[src/design/avr_pkg.sv]
`timescale 1ns / 1ps

package avr_pkg;

    localparam int TempW    = 15;
    localparam int HumidW   = 14;
    localparam int PressW   = 17;
    localparam int VerdictW = 3;
    localparam int DataW    = 32;

    // pressure history, 1 to 16 entries
    localparam int HistDepth = 5;
    localparam int CountW    = $clog2(HistDepth + 1);
    localparam int SlotW     = (HistDepth > 1) ? $clog2(HistDepth) : 1;

    // serial word: holds n*p + n*limit with room for a sign bit
    localparam int SerW = PressW + CountW + 2;
    localparam int BitW = $clog2(SerW);
    localparam int AccW = CountW + 1;

    localparam int RegNum   = 8;
    localparam int RegIdxW  = $clog2(RegNum);
    localparam int AddrW    = RegIdxW + 2;

    localparam logic [TempW-1:0]  TempMinRst  = TempW'(-1000);
    localparam logic [TempW-1:0]  TempMaxRst  = TempW'(4000);
    localparam logic [HumidW-1:0] HumidMinRst = HumidW'(0);
    localparam logic [HumidW-1:0] HumidMaxRst = HumidW'(10000);
    localparam logic [PressW-1:0] PressMinRst = PressW'(85000);
    localparam logic [PressW-1:0] PressMaxRst = PressW'(110000);
    localparam logic [PressW-1:0] JumpLimRst  = PressW'(150);
    localparam logic [PressW-1:0] DevLimRst   = PressW'(150);

    typedef enum logic [VerdictW-1:0] {
        V_OK      = 3'd0,
        V_MISSING = 3'd1,
        V_TEMP    = 3'd2,
        V_HUMID   = 3'd3,
        V_PRANGE  = 3'd4,
        V_JUMP    = 3'd5,
        V_DEV     = 3'd6
    } t_verdict;

    typedef enum logic [RegIdxW-1:0] {
        REG_TEMP_MIN  = 3'd0,
        REG_TEMP_MAX  = 3'd1,
        REG_HUMID_MIN = 3'd2,
        REG_HUMID_MAX = 3'd3,
        REG_PRESS_MIN = 3'd4,
        REG_PRESS_MAX = 3'd5,
        REG_JUMP_LIM  = 3'd6,
        REG_DEV_LIM   = 3'd7
    } t_reg_idx;

    // temperature fields are two's complement
    typedef struct packed {
        logic [TempW-1:0]  temp_min;
        logic [TempW-1:0]  temp_max;
        logic [HumidW-1:0] humid_min;
        logic [HumidW-1:0] humid_max;
        logic [PressW-1:0] press_min;
        logic [PressW-1:0] press_max;
        logic [PressW-1:0] jump_limit;
        logic [PressW-1:0] deviation_limit;
    } t_cfg;

    typedef struct packed {
        logic [TempW-1:0]  temperature;
        logic [HumidW-1:0] humidity;
        logic [PressW-1:0] pressure;
        logic [PressW-1:0] last_pressure;
        t_cfg              cfg;
    } t_opnd;

    typedef logic [HistDepth-1:0][PressW-1:0] t_hist;

    typedef struct packed {
        logic temp_fail;
        logic humid_fail;
        logic press_fail;
        logic jump_fail;
        logic dev_fail;
    } t_flags;

endpackage

[src/design/avr_check.sv]
`timescale 1ns / 1ps

// Bit-serial window, jump and mean checks. All operands are loaded into
// SerW-bit shift registers and leave LSB first, one bit per cycle.
module avr_check (
    input  logic                       i_clk,
    input  logic                       i_rst_n,
    input  logic                       i_start,
    input  avr_pkg::t_opnd             i_opnd,
    input  avr_pkg::t_hist             i_hist,
    input  logic [avr_pkg::CountW-1:0] i_count,
    output logic                       o_done,
    output avr_pkg::t_flags            o_flags
);

    localparam int OpT    = 0;
    localparam int OpTMin = 1;
    localparam int OpTMax = 2;
    localparam int OpH    = 3;
    localparam int OpHMin = 4;
    localparam int OpHMax = 5;
    localparam int OpP    = 6;
    localparam int OpPMin = 7;
    localparam int OpPMax = 8;
    localparam int OpLast = 9;
    localparam int OpJl   = 10;
    localparam int OpDl   = 11;
    localparam int NumOps = 12;

    localparam int CmpTLo = 0;
    localparam int CmpTHi = 1;
    localparam int CmpHLo = 2;
    localparam int CmpHHi = 3;
    localparam int CmpPLo = 4;
    localparam int CmpPHi = 5;
    localparam int CmpJUp = 6;
    localparam int CmpJDn = 7;
    localparam int CmpDUp = 8;
    localparam int CmpDDn = 9;
    localparam int NumCmp = 10;

    localparam int SerW = avr_pkg::SerW;
    localparam int TempW = avr_pkg::TempW;

    logic [SerW-1:0]            r_sr  [NumOps];
    logic [SerW-1:0]            r_hsr [avr_pkg::HistDepth];
    logic                       r_run;
    logic                       r_done;
    logic [avr_pkg::BitW-1:0]   r_bit;
    logic                       r_ca, r_cb, r_c1, r_c2;
    logic [avr_pkg::CountW-1:0] r_cx, r_cl, r_cs;
    logic [NumCmp-1:0]          r_lt;
    avr_pkg::t_flags            r_flags;

    logic [NumCmp-1:0]          n_lt;
    logic [NumCmp-1:0]          cmp_a, cmp_b;
    logic [avr_pkg::AccW-1:0]   acc_x, acc_l, acc_s;
    logic                       a_bit, b_bit, x_bit, l_bit, s_bit, t1_bit, t2_bit;
    logic                       msb;
    logic                       t_b, tmin_b, tmax_b, h_b, hmin_b, hmax_b;
    logic                       p_b, pmin_b, pmax_b, last_b, jl_b, dl_b;

    always_comb begin
        t_b    = r_sr[OpT][0];
        tmin_b = r_sr[OpTMin][0];
        tmax_b = r_sr[OpTMax][0];
        h_b    = r_sr[OpH][0];
        hmin_b = r_sr[OpHMin][0];
        hmax_b = r_sr[OpHMax][0];
        p_b    = r_sr[OpP][0];
        pmin_b = r_sr[OpPMin][0];
        pmax_b = r_sr[OpPMax][0];
        last_b = r_sr[OpLast][0];
        jl_b   = r_sr[OpJl][0];
        dl_b   = r_sr[OpDl][0];
        msb    = (r_bit == avr_pkg::BitW'(SerW - 1));

        // last + jump_limit and p + jump_limit
        a_bit = last_b ^ jl_b ^ r_ca;
        b_bit = p_b ^ jl_b ^ r_cb;

        // n*p and n*deviation_limit: column adds of n copies of one bit
        acc_x = avr_pkg::AccW'(r_cx) + (p_b  ? avr_pkg::AccW'(i_count) : '0);
        acc_l = avr_pkg::AccW'(r_cl) + (dl_b ? avr_pkg::AccW'(i_count) : '0);
        x_bit = acc_x[0];
        l_bit = acc_l[0];

        // history sum over the n written entries
        acc_s = avr_pkg::AccW'(r_cs);
        for (int k = 0; k < avr_pkg::HistDepth; k++) begin
            if (avr_pkg::CountW'(k) < i_count) begin
                acc_s = acc_s + avr_pkg::AccW'(r_hsr[k][0]);
            end
        end
        s_bit = acc_s[0];

        t1_bit = s_bit ^ l_bit ^ r_c1;   // sum + n*limit
        t2_bit = x_bit ^ l_bit ^ r_c2;   // n*p + n*limit

        // each comparator tracks a < b
        cmp_a[CmpTLo] = t_b;     cmp_b[CmpTLo] = tmin_b;
        cmp_a[CmpTHi] = tmax_b;  cmp_b[CmpTHi] = t_b;
        cmp_a[CmpHLo] = h_b;     cmp_b[CmpHLo] = hmin_b;
        cmp_a[CmpHHi] = hmax_b;  cmp_b[CmpHHi] = h_b;
        cmp_a[CmpPLo] = p_b;     cmp_b[CmpPLo] = pmin_b;
        cmp_a[CmpPHi] = pmax_b;  cmp_b[CmpPHi] = p_b;
        cmp_a[CmpJUp] = a_bit;   cmp_b[CmpJUp] = p_b;
        cmp_a[CmpJDn] = b_bit;   cmp_b[CmpJDn] = last_b;
        cmp_a[CmpDUp] = t1_bit;  cmp_b[CmpDUp] = x_bit;
        cmp_a[CmpDDn] = t2_bit;  cmp_b[CmpDDn] = s_bit;

        // LSB first: the highest differing bit decides; sign bit reversed
        for (int j = 0; j < NumCmp; j++) begin
            if (cmp_a[j] != cmp_b[j]) begin
                n_lt[j] = msb ? cmp_a[j] : cmp_b[j];
            end else begin
                n_lt[j] = r_lt[j];
            end
        end
    end

    always_ff @(posedge i_clk) begin
        if (!i_rst_n) begin
            r_run  <= 1'b0;
            r_done <= 1'b0;
            r_bit  <= '0;
        end else begin
            r_done <= r_run && !i_start && msb;
            if (i_start) begin
                r_run <= 1'b1;
                r_bit <= '0;
                r_ca  <= 1'b0;
                r_cb  <= 1'b0;
                r_c1  <= 1'b0;
                r_c2  <= 1'b0;
                r_cx  <= '0;
                r_cl  <= '0;
                r_cs  <= '0;
                r_lt  <= '0;
                r_sr[OpT]    <= {{(SerW - TempW){i_opnd.temperature[TempW-1]}},
                                 i_opnd.temperature};
                r_sr[OpTMin] <= {{(SerW - TempW){i_opnd.cfg.temp_min[TempW-1]}},
                                 i_opnd.cfg.temp_min};
                r_sr[OpTMax] <= {{(SerW - TempW){i_opnd.cfg.temp_max[TempW-1]}},
                                 i_opnd.cfg.temp_max};
                r_sr[OpH]    <= SerW'(i_opnd.humidity);
                r_sr[OpHMin] <= SerW'(i_opnd.cfg.humid_min);
                r_sr[OpHMax] <= SerW'(i_opnd.cfg.humid_max);
                r_sr[OpP]    <= SerW'(i_opnd.pressure);
                r_sr[OpPMin] <= SerW'(i_opnd.cfg.press_min);
                r_sr[OpPMax] <= SerW'(i_opnd.cfg.press_max);
                r_sr[OpLast] <= SerW'(i_opnd.last_pressure);
                r_sr[OpJl]   <= SerW'(i_opnd.cfg.jump_limit);
                r_sr[OpDl]   <= SerW'(i_opnd.cfg.deviation_limit);
                for (int k = 0; k < avr_pkg::HistDepth; k++) begin
                    r_hsr[k] <= SerW'(i_hist[k]);
                end
            end else if (r_run) begin
                for (int j = 0; j < NumOps; j++) begin
                    r_sr[j] <= r_sr[j] >> 1;
                end
                for (int k = 0; k < avr_pkg::HistDepth; k++) begin
                    r_hsr[k] <= r_hsr[k] >> 1;
                end
                r_ca <= (last_b & jl_b) | (last_b & r_ca) | (jl_b & r_ca);
                r_cb <= (p_b & jl_b) | (p_b & r_cb) | (jl_b & r_cb);
                r_c1 <= (s_bit & l_bit) | (s_bit & r_c1) | (l_bit & r_c1);
                r_c2 <= (x_bit & l_bit) | (x_bit & r_c2) | (l_bit & r_c2);
                r_cx <= acc_x[avr_pkg::AccW-1:1];
                r_cl <= acc_l[avr_pkg::AccW-1:1];
                r_cs <= acc_s[avr_pkg::AccW-1:1];
                r_lt <= n_lt;
                r_bit <= r_bit + 1'b1;
                if (msb) begin
                    r_run  <= 1'b0;
                    r_flags.temp_fail  <= n_lt[CmpTLo] | n_lt[CmpTHi];
                    r_flags.humid_fail <= n_lt[CmpHLo] | n_lt[CmpHHi];
                    r_flags.press_fail <= n_lt[CmpPLo] | n_lt[CmpPHi];
                    r_flags.jump_fail  <= n_lt[CmpJUp] | n_lt[CmpJDn];
                    r_flags.dev_fail   <= n_lt[CmpDUp] | n_lt[CmpDDn];
                end
            end
        end
    end

    assign o_done  = r_done;
    assign o_flags = r_flags;

endmodule

[src/design/ambient_reading_validator.sv]
`timescale 1ns / 1ps

// Ambient reading validator.
// Input channel: i_in_valid / o_in_stall with temperature, humidity,
// pressure and the missing flag. Output channel: o_out_valid / i_out_stall
// with accepted and a 3-bit verdict, one result per reading.
// Configuration: APB-style port, eight 32-bit registers at 4*index,
// pready tied high; write only while no reading is in flight.
// Timing: all checks run bit-serially through one SerW-bit pass; the input
// transfer is registered into r_start, which starts the pass, and its done
// pulse moves ST_RUN to ST_DONE, where the result is loaded for o_out_valid.
// One reading is handled at a time; o_in_stall is high from the transfer
// until the result is loaded, so no new reading is taken before then.
// A stalled receiver holds the result in the output register; a finished
// verdict waits in ST_DONE until the register frees, and only then is the
// history updated and the next reading taken.
// Reset (synchronous, active low) restores the register defaults, clears
// the last-pressure and history bookkeeping and empties both channels.
module ambient_reading_validator (
    input  logic                         i_clk,
    input  logic                         i_rst_n,
    input  logic                         psel,
    input  logic                         penable,
    input  logic                         pwrite,
    input  logic [avr_pkg::AddrW-1:0]    paddr,
    input  logic [avr_pkg::DataW-1:0]    pwdata,
    output logic [avr_pkg::DataW-1:0]    prdata,
    output logic                         pready,
    input  logic                         i_in_valid,
    output logic                         o_in_stall,
    input  logic signed [avr_pkg::TempW-1:0] i_temperature,
    input  logic [avr_pkg::HumidW-1:0]   i_humidity,
    input  logic [avr_pkg::PressW-1:0]   i_pressure,
    input  logic                         i_missing,
    output logic                         o_out_valid,
    input  logic                         i_out_stall,
    output logic                         o_accepted,
    output logic [avr_pkg::VerdictW-1:0] o_verdict
);

    localparam int TempW  = avr_pkg::TempW;
    localparam int HumidW = avr_pkg::HumidW;
    localparam int PressW = avr_pkg::PressW;
    localparam int DataW  = avr_pkg::DataW;

    typedef enum logic [1:0] {
        ST_IDLE,
        ST_RUN,
        ST_DONE
    } t_state;

    t_state                     r_state;
    avr_pkg::t_cfg              r_cfg;
    logic                       r_start;
    logic [TempW-1:0]           r_temp;
    logic [HumidW-1:0]          r_humid;
    logic [PressW-1:0]          r_press;
    logic                       r_missing;
    logic [PressW-1:0]          r_last;
    logic                       r_have_last;
    avr_pkg::t_hist             r_hist;
    logic [avr_pkg::SlotW-1:0]  r_slot;
    logic                       r_full;
    logic                       r_out_valid;
    logic                       r_accepted;
    avr_pkg::t_verdict          r_verdict;

    logic                       in_xfer, out_xfer, out_free, cfg_wr;
    avr_pkg::t_reg_idx          reg_idx;
    logic [avr_pkg::CountW-1:0] hist_count;
    avr_pkg::t_opnd             opnd;
    logic                       chk_done;
    avr_pkg::t_flags            chk_flags;
    avr_pkg::t_verdict          n_verdict;

    assign in_xfer  = i_in_valid && (r_state == ST_IDLE);
    assign out_xfer = r_out_valid && !i_out_stall;
    assign out_free = !r_out_valid || !i_out_stall;
    assign cfg_wr   = psel && penable && pwrite;
    assign reg_idx  = avr_pkg::t_reg_idx'(paddr[avr_pkg::AddrW-1:2]);

    assign hist_count = r_full ? avr_pkg::CountW'(avr_pkg::HistDepth)
                               : avr_pkg::CountW'(r_slot);

    always_comb begin
        opnd.temperature   = r_temp;
        opnd.humidity      = r_humid;
        opnd.pressure      = r_press;
        opnd.last_pressure = r_last;
        opnd.cfg           = r_cfg;
    end

    avr_check u_check (
        .i_clk   (i_clk),
        .i_rst_n (i_rst_n),
        .i_start (r_start),
        .i_opnd  (opnd),
        .i_hist  (r_hist),
        .i_count (hist_count),
        .o_done  (chk_done),
        .o_flags (chk_flags)
    );

    // first failing check wins; the first good reading skips jump and mean
    always_comb begin
        priority if (r_missing) begin
            n_verdict = avr_pkg::V_MISSING;
        end else if (chk_flags.temp_fail) begin
            n_verdict = avr_pkg::V_TEMP;
        end else if (chk_flags.humid_fail) begin
            n_verdict = avr_pkg::V_HUMID;
        end else if (chk_flags.press_fail) begin
            n_verdict = avr_pkg::V_PRANGE;
        end else if (!r_have_last) begin
            n_verdict = avr_pkg::V_OK;
        end else if (chk_flags.jump_fail) begin
            n_verdict = avr_pkg::V_JUMP;
        end else if (chk_flags.dev_fail && (hist_count != '0)) begin
            n_verdict = avr_pkg::V_DEV;
        end else begin
            n_verdict = avr_pkg::V_OK;
        end
    end

    always_ff @(posedge i_clk) begin
        if (!i_rst_n) begin
            r_state     <= ST_IDLE;
            r_start     <= 1'b0;
            r_out_valid <= 1'b0;
            r_have_last <= 1'b0;
            r_last      <= '0;
            r_slot      <= '0;
            r_full      <= 1'b0;
        end else begin
            r_start <= in_xfer;
            // in ST_DONE a free output register is reloaded below
            if (out_xfer && (r_state != ST_DONE)) begin
                r_out_valid <= 1'b0;
            end
            unique case (r_state)
                ST_IDLE: begin
                    if (in_xfer) begin
                        r_temp    <= i_temperature;
                        r_humid   <= i_humidity;
                        r_press   <= i_pressure;
                        r_missing <= i_missing;
                        r_state   <= ST_RUN;
                    end
                end
                ST_RUN: begin
                    if (chk_done) begin
                        r_state <= ST_DONE;
                    end
                end
                ST_DONE: begin
                    if (out_free) begin
                        r_out_valid <= 1'b1;
                        r_accepted  <= (n_verdict == avr_pkg::V_OK);
                        r_verdict   <= n_verdict;
                        if (n_verdict == avr_pkg::V_OK) begin
                            r_last         <= r_press;
                            r_have_last    <= 1'b1;
                            r_hist[r_slot] <= r_press;
                            if (r_slot == avr_pkg::SlotW'(avr_pkg::HistDepth - 1)) begin
                                r_slot <= '0;
                                r_full <= 1'b1;
                            end else begin
                                r_slot <= r_slot + 1'b1;
                            end
                        end
                        r_state <= ST_IDLE;
                    end
                end
                default: r_state <= ST_IDLE;
            endcase
        end
    end

    always_ff @(posedge i_clk) begin
        if (!i_rst_n) begin
            r_cfg.temp_min        <= avr_pkg::TempMinRst;
            r_cfg.temp_max        <= avr_pkg::TempMaxRst;
            r_cfg.humid_min       <= avr_pkg::HumidMinRst;
            r_cfg.humid_max       <= avr_pkg::HumidMaxRst;
            r_cfg.press_min       <= avr_pkg::PressMinRst;
            r_cfg.press_max       <= avr_pkg::PressMaxRst;
            r_cfg.jump_limit      <= avr_pkg::JumpLimRst;
            r_cfg.deviation_limit <= avr_pkg::DevLimRst;
        end else if (cfg_wr) begin
            unique case (reg_idx)
                avr_pkg::REG_TEMP_MIN:  r_cfg.temp_min        <= pwdata[TempW-1:0];
                avr_pkg::REG_TEMP_MAX:  r_cfg.temp_max        <= pwdata[TempW-1:0];
                avr_pkg::REG_HUMID_MIN: r_cfg.humid_min       <= pwdata[HumidW-1:0];
                avr_pkg::REG_HUMID_MAX: r_cfg.humid_max       <= pwdata[HumidW-1:0];
                avr_pkg::REG_PRESS_MIN: r_cfg.press_min       <= pwdata[PressW-1:0];
                avr_pkg::REG_PRESS_MAX: r_cfg.press_max       <= pwdata[PressW-1:0];
                avr_pkg::REG_JUMP_LIM:  r_cfg.jump_limit      <= pwdata[PressW-1:0];
                avr_pkg::REG_DEV_LIM:   r_cfg.deviation_limit <= pwdata[PressW-1:0];
                default: ;
            endcase
        end
    end

    always_comb begin
        unique case (reg_idx)
            avr_pkg::REG_TEMP_MIN:
                prdata = {{(DataW - TempW){r_cfg.temp_min[TempW-1]}}, r_cfg.temp_min};
            avr_pkg::REG_TEMP_MAX:
                prdata = {{(DataW - TempW){r_cfg.temp_max[TempW-1]}}, r_cfg.temp_max};
            avr_pkg::REG_HUMID_MIN: prdata = DataW'(r_cfg.humid_min);
            avr_pkg::REG_HUMID_MAX: prdata = DataW'(r_cfg.humid_max);
            avr_pkg::REG_PRESS_MIN: prdata = DataW'(r_cfg.press_min);
            avr_pkg::REG_PRESS_MAX: prdata = DataW'(r_cfg.press_max);
            avr_pkg::REG_JUMP_LIM:  prdata = DataW'(r_cfg.jump_limit);
            avr_pkg::REG_DEV_LIM:   prdata = DataW'(r_cfg.deviation_limit);
            default:                prdata = '0;
        endcase
    end

    assign pready      = 1'b1;
    assign o_in_stall  = (r_state != ST_IDLE);
    assign o_out_valid = r_out_valid;
    assign o_accepted  = r_accepted;
    assign o_verdict   = r_verdict;

    // one reading in flight: a transfer always closes the input
    a_single_item: assert property (@(posedge i_clk) disable iff (!i_rst_n)
        in_xfer |=> o_in_stall)
        else $error("input taken while a reading is in flight");

    a_verdict_flag: assert property (@(posedge i_clk) disable iff (!i_rst_n)
        o_out_valid |-> (o_accepted == (o_verdict == avr_pkg::V_OK)))
        else $error("accepted flag disagrees with verdict");

    a_empty_hist: assert property (@(posedge i_clk) disable iff (!i_rst_n)
        !r_have_last |-> ((r_slot == '0) && !r_full))
        else $error("history advanced without an accepted reading");

    a_done_in_run: assert property (@(posedge i_clk) disable iff (!i_rst_n)
        chk_done |-> (r_state == ST_RUN))
        else $error("check pass finished outside of a run");

endmodule
[config.mk]
export PLATFORM = sky130hd
export DESIGN_NAME = ambient_reading_validator
export DESIGN_NICKNAME = d
export VERILOG_FILES = /design/src/design/avr_pkg.sv /design/src/design/avr_check.sv /design/src/design/ambient_reading_validator.sv
export SDC_FILE = /design/constraint.sdc
export NUM_CORES = 1
export LEC_CHECK = 0
export BUFFER_PORTS_ARGS = -buffer_cell sky130_fd_sc_hd__buf_2
export CELL_PAD_IN_SITES_DETAIL_PLACEMENT = 1
export CELL_PAD_IN_SITES_GLOBAL_PLACEMENT = 2
export CORE_ASPECT_RATIO = 1.25
export CORE_MARGIN = 1
export CORE_UTILIZATION = 44
export DETAILED_ROUTE_END_ITERATION = 7
export GPL_TIMING_DRIVEN = 0
export PLACE_DENSITY = 0.95
export SLEW_MARGIN = 40
export SYNTH_ARGS = -nofsm -noshare
export SYNTH_HDL_FRONTEND = slang
export SYNTH_SLANG_ARGS = --single-unit
[constraint.sdc]
create_clock -name i_clk -period 26.2 [get_ports i_clk]
set_clock_uncertainty 0.05 [all_clocks]
set_input_delay 3.93 -clock i_clk [delete_from_list [all_inputs] [get_ports i_clk]]
set_output_delay 3.93 -clock i_clk [all_outputs]
set_load 0.03 [all_outputs]
==> impl.org <==
** Final layout
- Fraction of layout cells with a size suffix above 1 :: 12.4%
- Leading cell types in the layout, fill and taps excluded :: nand2_1, edfxtp_1, dfxtp_1
- After filler insertion, the fill cell instance count of the layout stands at 6222.
- Net count, final :: 2696
- Share of the core filled with cells in the final layout :: 51.5%
- The sequential cells in the finished layout cover a total of 16900 µm².
- Multi-input gate area in the final layout :: 7850 µm²
- Fin area :: 29600 µm²
- Relative to the synthesized area, the layout overhead comes to 15.5%.
- The count of cells in the finished layout, fillers not included, comes to 3382.
- The library cell used most frequently in the layout, excluding fill and tap cells, is nand2_1.

** CTS
- TritonCTS Buffers :: 60
- The tree is rooted in a clkbuf_16.
- Count of hold buffers inserted by post-cts repair :: 0
- Max H-tree Level :: 2
- Bufs on Longest Clock Path :: 3
- Clock-pin slew of the registers on the worst-case setup and hold paths :: 0.06 ns
- Source-to-sink clock delay at the later pin of the worst-skew pair :: 0.66 ns
- Buffers added to address setup during post-CTS repair amount to 0.
- The clock drives 618 sinks.
- The number of gates resized after CTS was 0.
- TritonCTS built the clock tree.

** Flow run
- Across the run, the number of max-cap violations was 0.

** Global route
- Antenna violations before repair :: 1
- Entering global routing, the biggest net connects 22 pins.
- Wire length of the first global-routing pass :: 124000 µm
- Overall fraction of global-route tracks in use :: 27.9%
- Total congestion overflow :: 0
- The via count of the first global-routing pass was 20500.

** Worst hold path
- Hold path cells :: 2
- Path class of the lowest-slack min-delay path :: flop to flop

** STA
- Setup repair after global routing missed its margin :: no
- Final period utilization :: 39.9%
- Derived from the worst setup path, the maximum achievable clock frequency is 95.8 MHz.
- Measured against its own limit, the worst slew margin works out to 45.1%.
- Final-report hold violation count :: 0
- Setup violations remaining at the end of the flow were counted as 0.
- Setup TNS :: 0 ns
- The worst path in the final design needs a cycle of 10.44 ns, including I/O delays and setup.
- The final number of max-transition violations came to 0.
- Transition time at the pin with the least slew margin :: 0.817 ns

** Synth
- Sequential cell area fraction in the yosys report :: 66.2%
- Number of enable flip-flop cells after synthesis :: 456
- Distinct cell type count after synthesis :: 70
- In the synthesized netlist the async set-or-reset flop fraction comes to 0%.
- Mapped Cells :: 2384
- Summing every instance area after synthesis gives 25600 µm².
- Flip-flop and latch count after synthesis :: 618
- For this run, the leading register cell type out of synthesis is edfxtp_1.
- edfxtp_1 takes more of the synthesized area than any other cell.
- Cell types with the largest area share after synthesis :: edfxtp_1, nand2_1, dfxtp_1, a21oi_1, a22o_1
- Each instance of the synthesized netlist takes up on average 10.7 µm².
- The number of nets in the synthesized netlist is 2501.
- In this run the biggest area consumer among cell types represents 53.5% of the synthesized area.
- Yosys Warn Count :: 0

** Critical path
- Count of buffer and inverter cells on the critical path :: 4
- Delay of the slowest cell on the worst path :: 0.56 ns
- Minimum setup slack among reg-to-reg paths :: 21.37 ns
- Kind of start point of the critical path :: input pin
- In this design, the largest share of critical-path delay is due to buffers and inverters.
- Critical Path Fanout Max :: 10
- By startpoint and endpoint, the worst setup path is classified as input pin to primary output.
- The worst register-to-register path begins at r_slot[2]$_SDFFE_PN0P_.
- Counting buffers and inverters, the worst setup path is 8 cells deep.
- Slowest CP cell :: a221oi_1
- Data on the critical path is required at its endpoint by 22.22 ns.
- Critical path endpoint category :: primary output
- Data arrival time of the critical path :: 6.46 ns
- Measured in cells, the most critical reg-to-reg path has a length of 14.
- In this run the worst setup path terminates at prdata[1].
- Launch point of the critical path :: paddr[3]
- Among the stages of the critical path, the cell type that occurs most often is buf_2.
- The worst register-to-register path ends at u_check.o_flags[0]$_DFFE_PP_.
- Critical Path, Cell by Cell :: buf_2 -> buf_2 -> buf_2 -> mux2i_1 -> o21ai_0 -> a221oi_1 -> nor2_1 -> buf_2

** Floorplan
- Number of standard-cell rows in the floorplan :: 98
- The die is 272 µm tall.
- Top-Level Pins :: 130
- Area of the core :: 57400 µm²
- The die covers 59200 µm².
- Once the floorplan was initialized, standard cells occupied 44.6% of the core.
- In this run the horizontal extent of the chip is 218 µm.

** Power and ir drop
- VDD sags by at most 57.4 µV.
- Final Total Pwr :: 0.00210 W
- Pwr/cell area :: 71.0 nW/µm²
- Leakage power figure :: 11.5 nW

** Status
- Result of the run :: complete, no violations

** Routing
- DRC violations left :: 0
- Initial DRC Count :: 1505
- First-pass iteration count of the detailed router :: 5
- For this block, the routed nets add up to 81700 µm of wire.
- Routed wirelength normalized by instance count :: 24.1 µm
- Number of vias in the routed layout :: 19000
- In the routed layout, each cell is associated on average with a via count of 5.62.
- In this run the remaining antenna-violating nets after routing total 0.

** Placement
- Weighted congestion reported at the end of routability-driven placement :: 0.911
- Placed cell count :: 3267
- Number of buffers added on ports :: 96
- Half-perimeter wire length after placement :: 57400 µm
- Placed inst area :: 27600 µm²
## cell usage after synthesis (all sizes together) (6+ instances only)
cell type,n
nor2b,6
inv,35
buf,58
fa,6
a21o,27
and3,11
nand3,50
a21oi,146
o21ai,40
nand2,923
xnor2,6
ha,20
o22ai,10
clkbuf,106
and2,15
a211oi,7
a22o,54
mux2i,21
dfxtp,162
mux4,9
nor3,16
edfxtp,456
mux2,14
nor2,95
## worst min-delay path by stage
| stage | endpoint | slack [ns] | start |
|---|---|---|---|
| floorplan | r_state[0]$_SDFFE_PN0P_ | 0.38 | u_check.o_done$_SDFF_PN0_ |
| global placement | r_last[16]$_SDFFE_PN0P_ | 0.39 | r_last[16]$_SDFFE_PN0P_ |
| detailed placement | r_state[0]$_SDFFE_PN0P_ | 0.40 | u_check.o_done$_SDFF_PN0_ |
| CTS | opnd[111]$_SDFFE_PN0P_ | 0.41 | opnd[111]$_SDFFE_PN0P_ |
| global route | r_last[13]$_SDFFE_PN0P_ | 0.44 | r_last[13]$_SDFFE_PN0P_ |
| finish | opnd[111]$_SDFFE_PN0P_ | 0.41 | opnd[111]$_SDFFE_PN0P_ |
## report_power, final
group | internal (W) | leakage (nW) | switching, W | total [W]
clock | 0.000483 | 0.955 | 0.000394 | 0.000878
sequential | 0.00108 | 5.51 | 0.0000155 | 0.00109
combinational | 0.0000401 | 5.07 | 0.0000878 | 0.000128
## worst register-to-register path, stage by stage, from the launching register on
cell,delay (ns)
dfxtp_1,0.30
buf_2,0.18
or4_4,0.56
mux2_2,0.30
ha_1,0.32
mux2_2,0.27
ha_1,0.30
a32o_1,0.22
ha_1,0.28
mux2_2,0.28
ha_1,0.31
mux2i_2,0.38
fa_1,0.50
a21oi_1,0.22
o21ai_1,0.10
## routing by layer
metal / vias to the layer above / share of wire (%) / track usage [%]
li1: 8591 / - / -
met2: 566 / 52 / 50.7
met3: 212 / 4.3 / 3.50
met1: 9646 / 38 / 31.9
met4: 2 / 5.8 / 14.4
met5: - / 0.013 / 0
## registers in the layout, indices dropped and copies added (netlist names), 2 cells and up
signal,count
u_check.r_sr,210
opnd,126
r_hist,85
u_check.r_hsr,85
r_last,17
r_press,17
r_temp,15
r_humid,14
u_check.r_lt,10
u_check.o_flags,5
u_check.r_bit,5
o_verdict,3
r_slot,3
u_check.r_cl,3
u_check.r_cs,3
u_check.r_cx,3
r_state,2
## kinds of logic after synthesis
| group | count (synthesis) | share of synthesized area, % |
|---|---|---|
| compound gates | 329 | 8.19 |
| xor+xnor | 11 | 0.376 |
| fa+ha+maj | 31 | 1.64 |
| buf+inv | 201 | 3.36 |
| flops | 618 | 66.2 |
| mux | 44 | 2.24 |
| other cells | 1 | 0.0146 |
| simple gates | 1149 | 18.0 |
## cell type report
type | instances | area share (%)
Clock buffer | 67 | 5.16
Clock inverter | 47 | 1.55
Buffer | 164 | 2.47
Antenna cell | 1 | 0.00846
Inverter | 37 | 0.470
Sequential cell | 618 | 57.3
Multi-Input combinational cell | 1565 | 26.5
Timing Repair Buffer | 133 | 3.38
Tap cell | 750 | 3.17
## metrics by stage
step | hold slack [ns] | setup WS, ns
after floorplan | 0.380 | 8.61
after global placement | 0.391 | 2.36
after detailed placement | 0.398 | 15.78
after CTS | 0.408 | 15.78
after global routing | 0.436 | 15.75
final | 0.407 | 15.76
Note: power is estimated with default switching activity, not from simulation.
